$ cat config.mk
export PLATFORM = sky130hd
export DESIGN_NAME = move_to_front_id_stack_flat
export DESIGN_NICKNAME = d
export VERILOG_FILES = /design/src/rtl/mtf_pkg.sv /design/src/rtl/mtf_if.sv /design/src/rtl/mtf_cmp_unit.sv /design/src/rtl/move_to_front_id_stack.sv /design/src/flat_wrapper.sv
export SDC_FILE = /design/constraint.sdc
export NUM_CORES = 1
export LEC_CHECK = 0
export BUFFER_PORTS_ARGS = -buffer_cell sky130_fd_sc_hd__buf_2
export CAP_MARGIN = 30
export CORE_MARGIN = 3
export CORE_UTILIZATION = 45
export DETAILED_ROUTE_END_ITERATION = 7
export PLACE_DENSITY = 0.72
export REMOVE_ABC_BUFFERS = 1
export SYNTH_ARGS = -nofsm -noshare
export SYNTH_HDL_FRONTEND = slang
export SYNTH_SLANG_ARGS = --single-unit
$ cat constraint.sdc
create_clock -name clk -period 4.2 [get_ports clk]
set_clock_uncertainty 0.05 [all_clocks]
set_input_delay 0.63 -clock clk [delete_from_list [all_inputs] [get_ports clk]]
set_output_delay 0.63 -clock clk [all_outputs]
set_load 0.02 [all_outputs]
$ cat src/rtl/mtf_pkg.sv
// Package for the move-to-front identifier stack.
// Operation and status codes, and the flag bundle from the compare unit.
// No dependencies.
`timescale 1ns / 1ps
`default_nettype none

package mtf_pkg;

	// operation codes on the request word
	localparam logic [1:0] OP_PUSH   = 2'd0;
	localparam logic [1:0] OP_DELETE = 2'd1;
	localparam logic [1:0] OP_GET    = 2'd2;

	// status codes on the response word
	localparam logic [1:0] ST_OK    = 2'd0;
	localparam logic [1:0] ST_FULL  = 2'd1;
	localparam logic [1:0] ST_EMPTY = 2'd2;

	// flags from the shared compare unit to the sequencer
	typedef struct packed {
		logic hit;      // entry read back equals the id being searched
		logic at_end;   // walk index has reached the entry count
		logic last;     // walk index is on the bottom entry or beyond
		logic at_top;   // walk index is zero
		logic full;     // every slot is occupied
		logic pos_ok;   // requested depth holds an entry
	} mtf_flags_t;

endpackage

`default_nettype wire

$ cat src/rtl/mtf_if.sv
// Handshake interfaces for the move-to-front identifier stack.
// Request and response channels, valid/ready with payload. No dependencies.
`timescale 1ns / 1ps
`default_nettype none

interface mtf_req_if;
	logic       valid;
	logic       ready;
	logic [1:0] op;
	logic [7:0] window_id;
	logic [4:0] position;

	modport source (output valid, output op, output window_id, output position, input ready);
	modport sink   (input valid, input op, input window_id, input position, output ready);
endinterface

interface mtf_rsp_if;
	logic       valid;
	logic       ready;
	logic [1:0] status;
	logic       found;
	logic [7:0] result_id;
	logic [4:0] entry_count;

	modport source (output valid, output status, output found, output result_id,
		output entry_count, input ready);
	modport sink   (input valid, input status, input found, input result_id,
		input entry_count, output ready);
endinterface

`default_nettype wire

$ cat src/rtl/mtf_cmp_unit.sv
// Shared compare unit of the move-to-front stack: id match and index tests.
// Used by the sequencer on every step of a walk. Depends on mtf_pkg.
`timescale 1ns / 1ps
`default_nettype none

module mtf_cmp_unit import mtf_pkg::*; #(
	parameter int DEPTH   = 16,
	parameter int ID_BITS = 8,
	localparam int CW     = $clog2(DEPTH + 1)
) (
	input  wire logic [CW-1:0]      idx,
	input  wire logic [CW-1:0]      count,
	input  wire logic [ID_BITS-1:0] rdata,
	input  wire logic [ID_BITS-1:0] id,
	input  wire logic [4:0]         position,
	output mtf_flags_t              flags
);

	logic [CW:0] idx_inc;

	assign idx_inc = {1'b0, idx} + (CW+1)'(1);

	// all tests are narrow compares on the walk index and the read word
	always_comb begin
		flags.hit    = (rdata == id);
		flags.at_end = (idx == count);
		flags.last   = (idx_inc >= {1'b0, count});
		flags.at_top = (idx == '0);
		flags.full   = (32'(count) == DEPTH);
		flags.pos_ok = (32'(position) < 32'(count));
	end

endmodule

`default_nettype wire

$ cat src/rtl/move_to_front_id_stack.sv
// Move-to-front identifier stack: sequencer, entry memory and response register.
// Depends on mtf_pkg, mtf_if (mtf_req_if, mtf_rsp_if) and mtf_cmp_unit.
//
//   channel | dir | payload                                   | handshake
//   req     | in  | op, window_id, position                   | valid/ready
//   rsp     | out | status, found, result_id, entry_count     | valid/ready
//
// One word at a time: req.ready is high only while idle. A push or delete walks
// the memory through its single read port: a read state and a compare state per entry
// searched, and a read state and a write state per entry moved.
// A get reads its entry in S_GET; it skips that state when the depth holds no entry.
// Reset clears the sequencer and the entry count; the memory needs no clearing.
// The response holds until taken; a stall on rsp holds off the next request.
`timescale 1ns / 1ps
`default_nettype none

module move_to_front_id_stack import mtf_pkg::*; #(
	parameter int DEPTH   = 16,
	parameter int ID_BITS = 8
) (
	input  wire logic  clk,
	input  wire logic  arst_n,
	mtf_req_if.sink    req,
	mtf_rsp_if.source  rsp
);

	localparam int CW = $clog2(DEPTH + 1);
	localparam int AW = (DEPTH > 1) ? $clog2(DEPTH) : 1;

	// sequencer state codes
	localparam logic [3:0] S_IDLE     = 4'd0;
	localparam logic [3:0] S_SCAN_RD  = 4'd1;
	localparam logic [3:0] S_SCAN_CMP = 4'd2;
	localparam logic [3:0] S_DOWN_RD  = 4'd3;
	localparam logic [3:0] S_DOWN_WR  = 4'd4;
	localparam logic [3:0] S_UP_RD    = 4'd5;
	localparam logic [3:0] S_UP_WR    = 4'd6;
	localparam logic [3:0] S_GET      = 4'd7;
	localparam logic [3:0] S_DONE     = 4'd8;

	logic [3:0]         state_q;
	logic [CW-1:0]      count_q;
	logic [CW-1:0]      idx_q;
	logic [1:0]         op_q;
	logic [ID_BITS-1:0] id_q;
	logic               grow_q;
	logic [1:0]         status_q;
	logic               found_q;
	logic [ID_BITS-1:0] rid_q;

	logic [ID_BITS-1:0] mem [DEPTH];
	logic [ID_BITS-1:0] rdata_q;
	logic               mem_re;
	logic               mem_we;
	logic [AW-1:0]      raddr;
	logic [AW-1:0]      waddr;
	logic [ID_BITS-1:0] wdata;

	logic [31:0]        wid_ext;
	logic [ID_BITS-1:0] id_in;
	logic [CW-1:0]      idx_dec;
	logic [CW-1:0]      idx_inc;
	logic               accept;
	mtf_flags_t         flags;

	// incoming id kept in its low ID_BITS bits
	assign wid_ext = 32'(req.window_id);
	assign id_in   = wid_ext[ID_BITS-1:0];
	assign idx_dec = idx_q - CW'(1);
	assign idx_inc = idx_q + CW'(1);
	assign accept  = req.valid && req.ready;

	// shared compare unit
	mtf_cmp_unit #(
		.DEPTH   (DEPTH),
		.ID_BITS (ID_BITS)
	) u_cmp (
		.idx      (idx_q),
		.count    (count_q),
		.rdata    (rdata_q),
		.id       (id_q),
		.position (req.position),
		.flags    (flags)
	);

	// memory port control
	always_comb begin
		mem_re = 1'b0;
		mem_we = 1'b0;
		raddr  = idx_q[AW-1:0];
		waddr  = idx_q[AW-1:0];
		wdata  = rdata_q;
		case (state_q)
			S_IDLE: begin
				raddr  = AW'(req.position);
				mem_re = accept && (req.op == OP_GET) && flags.pos_ok;
			end
			S_SCAN_RD: begin
				mem_re = !flags.at_end;
			end
			S_DOWN_RD: begin
				raddr = idx_dec[AW-1:0];
				if (flags.at_top) begin
					mem_we = 1'b1;
					wdata  = id_q;
				end else begin
					mem_re = 1'b1;
				end
			end
			S_DOWN_WR: mem_we = 1'b1;
			S_UP_RD: begin
				raddr  = idx_inc[AW-1:0];
				mem_re = !flags.last;
			end
			S_UP_WR: mem_we = 1'b1;
			default: ;
		endcase
	end

	// entry memory, registered read
	always_ff @(posedge clk) begin
		if (mem_we)
			mem[waddr] <= wdata;
		if (mem_re)
			rdata_q <= mem[raddr];
	end

	// sequencer and entry count
	always_ff @(posedge clk or negedge arst_n) begin
		if (!arst_n) begin
			state_q <= S_IDLE;
			count_q <= '0;
		end else begin
			case (state_q)
				S_IDLE: begin
					if (accept) begin
						case (req.op)
							OP_PUSH, OP_DELETE: state_q <= S_SCAN_RD;
							OP_GET:             state_q <= flags.pos_ok ? S_GET : S_DONE;
							default:            state_q <= S_DONE;
						endcase
					end
				end
				S_SCAN_RD: begin
					if (!flags.at_end)
						state_q <= S_SCAN_CMP;
					else if (op_q == OP_PUSH && !flags.full)
						state_q <= S_DOWN_RD;
					else
						state_q <= S_DONE;
				end
				S_SCAN_CMP: begin
					if (!flags.hit)
						state_q <= S_SCAN_RD;
					else if (op_q == OP_PUSH)
						state_q <= S_DOWN_RD;
					else
						state_q <= S_UP_RD;
				end
				S_DOWN_RD: begin
					if (flags.at_top) begin
						state_q <= S_DONE;
						if (grow_q)
							count_q <= count_q + CW'(1);
					end else begin
						state_q <= S_DOWN_WR;
					end
				end
				S_DOWN_WR: state_q <= S_DOWN_RD;
				S_UP_RD: begin
					if (flags.last) begin
						state_q <= S_DONE;
						count_q <= count_q - CW'(1);
					end else begin
						state_q <= S_UP_WR;
					end
				end
				S_UP_WR: state_q <= S_UP_RD;
				S_GET:   state_q <= S_DONE;
				S_DONE: begin
					if (rsp.ready)
						state_q <= S_IDLE;
				end
				default: state_q <= S_IDLE;
			endcase
		end
	end

	// walk index, captured request and response fields
	always_ff @(posedge clk) begin
		case (state_q)
			S_IDLE: begin
				if (accept) begin
					op_q     <= req.op;
					id_q     <= id_in;
					idx_q    <= '0;
					grow_q   <= 1'b0;
					found_q  <= 1'b0;
					rid_q    <= '0;
					status_q <= (req.op == OP_GET && !flags.pos_ok) ? ST_EMPTY : ST_OK;
				end
			end
			S_SCAN_RD: begin
				// id absent: a push either grows the stack or is refused
				if (flags.at_end && op_q == OP_PUSH) begin
					if (flags.full)
						status_q <= ST_FULL;
					else
						grow_q <= 1'b1;
				end
			end
			S_SCAN_CMP: begin
				if (!flags.hit)
					idx_q <= idx_inc;
			end
			S_DOWN_WR: idx_q <= idx_dec;
			S_UP_WR:   idx_q <= idx_inc;
			S_GET: begin
				found_q <= 1'b1;
				rid_q   <= rdata_q;
			end
			default: ;
		endcase
	end

	// channel outputs
	assign req.ready       = (state_q == S_IDLE);
	assign rsp.valid       = (state_q == S_DONE);
	assign rsp.status      = status_q;
	assign rsp.found       = found_q;
	assign rsp.result_id   = 8'(rid_q);
	assign rsp.entry_count = 5'(count_q);

endmodule

`default_nettype wire

$ cat src/flat_wrapper.sv
// flat-port wrapper written by rule: the top's interface ports become plain ports
module move_to_front_id_stack_flat import mtf_pkg::*;
#(
	parameter int DEPTH   = 16,
	parameter int ID_BITS = 8
)
  (clk, arst_n, req_valid, req_op, req_window_id, req_position, req_ready, rsp_valid, rsp_status, rsp_found, rsp_result_id, rsp_entry_count, rsp_ready);
  mtf_req_if req_i ();
  mtf_rsp_if rsp_i ();
  input  wire logic clk;
  input  wire logic arst_n;
  input wire logic [$bits(req_i.valid)-1:0] req_valid;
  input wire logic [$bits(req_i.op)-1:0] req_op;
  input wire logic [$bits(req_i.window_id)-1:0] req_window_id;
  input wire logic [$bits(req_i.position)-1:0] req_position;
  output wire logic [$bits(req_i.ready)-1:0] req_ready;
  output wire logic [$bits(rsp_i.valid)-1:0] rsp_valid;
  output wire logic [$bits(rsp_i.status)-1:0] rsp_status;
  output wire logic [$bits(rsp_i.found)-1:0] rsp_found;
  output wire logic [$bits(rsp_i.result_id)-1:0] rsp_result_id;
  output wire logic [$bits(rsp_i.entry_count)-1:0] rsp_entry_count;
  input wire logic [$bits(rsp_i.ready)-1:0] rsp_ready;
  assign req_i.valid = req_valid;
  assign req_i.op = req_op;
  assign req_i.window_id = req_window_id;
  assign req_i.position = req_position;
  assign req_ready = req_i.ready;
  assign rsp_valid = rsp_i.valid;
  assign rsp_status = rsp_i.status;
  assign rsp_found = rsp_i.found;
  assign rsp_result_id = rsp_i.result_id;
  assign rsp_entry_count = rsp_i.entry_count;
  assign rsp_i.ready = rsp_ready;
  move_to_front_id_stack #(.DEPTH(DEPTH), .ID_BITS(ID_BITS)) u_core (.clk(clk), .arst_n(arst_n), .req(req_i), .rsp(rsp_i));
endmodule
==> flow_summary.toml <==
[clock_tree]
cts-root-buf = "clkbuf_16"
postCtsSetupBuffers = 0
cts_max_level = 4
cts_tree = "yes"
worstSkewPairLatency_ps = 430
cts.sinks = 172
cts_buffer_depth = 2
path_clk_slew_ps = 70
cts-hold-fix-buffers = 0
cts-resized-gates = 0
cts_buffers = 17

[finish]
nNetsFinal = 622
antennaDiodeCount = 0
drive_gt1_share_pct = 17.06
area_delta_synth_final_pct = 12.21

[sta]
rsz0062_at_grt = "false"
relSlewSlack_pct = 44.31
max_freq_ghz = 0.3001
setup_ws_ps = 867.7
fin_crit_sh_pct = 79.34
final-hold-violation-count = 0
period_needed_ps = 3332
worst_pin_slew_ps = 829.0
drv_slew = 0
setup_violations = 0
setup_tns_ps = 0

[worst_setup_path]
crit_path_start_kind = "register"
cp-end-kind = "register"
worstSetupPathType = "register to register"
worstPathArrival_ps = 3340
crit_start = "u_core.idx_q[1]$_DFFE_PP_"
crit_fanout = 9
crit_required_ps = 4210
regToRegStartpoint = "u_core.idx_q[1]$_DFFE_PP_"

[detailed_routing]
totalWireLength_mm = 16.77
route.detailed.drc = 0
wl_per_cell_um = 20.38
via_per_inst = 5.634
vias = 4637
antenna_left = 0
drt-pass1-iter-count = 5
drtIter0Drc = 395

[placed_design]
pre_cts_ws_ps = 903.9
hpwl_mm = 11.43
gp_routability_congestion = 0.9216
io_buffers = 36

[synth]
synthDistinctLibCells = 62
yosys_most_used_dff = "edfxtp_1"
synth-edff-count = 163
synthCells = 540
synth.most_common_cell = "edfxtp_1"
yosys.area.top_type = "edfxtp_1"
synth.avg_cell_area_sq_um = 14.80
yosys_register_bits = 172
synth_common_cells = "163 x edfxtp_1, 96 x mux2i_1, 32 x nand2_1"
yosysSeqAreaShare_pct = 64.08
synth.cell_area_sq_um = 7990
yosysWarnings = 0
async_flop_share_pct = 5.233
yosys-top-cells-area = "edfxtp_1 61%, mux2i_1 12%, dfrtp_1 2.8%, ha_1 2.7%, xnor2_1 1.8%"
synth_top_area_share_pct = 61.26

[floorplan]
die_y_um = 139.3
die_area_sq_um = 19390
die_w_um = 139.3
coreArea_sq_um = 17360
start_util_pct = 46.04
io_pins = 37
rows = 48

[global_routing]
antenna_found_initial = 0
track_usage_pct = 17.69
grt_pass1_vias = 4705
grt_max_degree = 65
grt_first_pass_wirelength_mm = 26.28
grt-ovfl-total = 0

[pwr]
power_density_nw_per_um2 = 780.1
leakagePower_nw = 3.297
fin_total_pwr_mw = 6.994
vdd.ir_drop.worst_mv = 0.4538

[status]
status = "finished, final reports clean"

[worst_hold_path]
hold_class = "input port to async pin"

[run]
maxCapViolCount = 0
## cells in the final DEF (no fill, tap or decap), drive strengths merged, types with 3 or more instances in the layout
cell type / instances
buf: 46
a21oi: 13
nand2b: 6
a221oi: 3
nand4: 4
nor2: 31
nor3: 9
xor2: 7
nand2: 33
a21o: 4
clkinv: 4
nor2b: 3
a22oi: 16
and2: 9
dfrtp: 9
clkbuf: 17
xnor2: 16
nand3b: 3
nor4: 4
mux2i: 96
ha: 17
o21ai: 11
inv: 22
a211oi: 4
mux2: 8
a31oi: 6
edfxtp: 163
## layout make-up
cell class                      instances  area (sq um)
Clock buffer                           17         425.4
Clock inverter                         15         191.4
Fill cell                            1408          8391
Inverter                               13         48.80
Multi-Input combinational cell        335          2634
Sequential cell                       172          5120
Tap cell                              225         281.5
Timing Repair Buffer                   46         265.3
## per-stage QoR
| stage | std cells | hold slack, ps | area (sq um) | utilization [%] |
|---|---|---|---|---|
| after floorplan | 520 | 284.4 | 7791 | - |
| after global placement | 790 | 445.4 | 8344 | 48.08 |
| after detailed placement | 791 | 458.9 | 8349 | 48.10 |
| after CTS | 823 | 1.403 | 8966 | 51.66 |
| after global routing | 823 | 5.721 | 8966 | 51.66 |
| final | 823 | 14.16 | 8966 | 51.66 |
## critical path, stage by stage (launching register included)
cell and delay, ps:
edfxtp_1 540, inv_1 190, ha_1 380, ha_1 300
a21o_1 160, a211o_1 300, a211oi_1 540, a21oi_1 140
o211ai_1 370
## where the power goes
| group | switching [mW] | internal [mW] |
|---|---|---|
| registers | 0.233 | 2.34 |
| clock network | 0.726 | 0.863 |
| logic | 1.76 | 1.07 |
| total | 2.72 | 4.27 |
## kinds of logic after synthesis
logic type	count (synthesis)	synth area share, %
flip-flops	172	64.08
AND/OR/NAND/NOR	118	7.783
multiplexers	104	13.15
AO/OA/AOI/OAI	72	6.452
buffers and inverters	33	3.100
XOR/XNOR	23	2.521
adder cells (fa/ha/maj)	18	2.913
## registers in the layout, summed over array words and instances (netlist names)
signal / count
u_core.idx_q: 5
u_core.rsp.result_id: 8
u_core.rsp.entry_count: 5
u_core.op_q: 2
u_core.grow_q: 1
u_core.rsp.found: 1
u_core.id_q: 8
u_core.mem: 128
u_core.state_q: 4
u_core.rsp.status: 2
u_core.rdata_q: 8
## per-layer routing
layer	share of wire [%]	vias to the layer above	track usage, %
li1	-	2171	-
met1	45	2294	24.44
met2	48	150	27.96
met3	5.2	22	3.814
met4	1.7	0	6.128
met5	0	-	0
## final timing paths
path / slack [ps] / depth (start not counted) / end
hold / removal: 10 / 1 / u_core.state_q[3]$_DFFE_PN0P_
max in group asynchronous: 3880 / 1 / u_core.state_q[2]$_DFFE_PN0P_
setup reg to reg: 870 / 8 / u_core.rdata_q[4]$_DFFE_PP_
min in group clk: 320 / 1 / u_core.id_q[5]$_DFFE_PP_
hold reg to reg: 500 / 1 / u_core.rsp.entry_count[4]$_DFFE_PN0P_
setup / recovery: 870 / 8 / u_core.rdata_q[4]$_DFFE_PP_
Power figures use the tool's default switching activity.
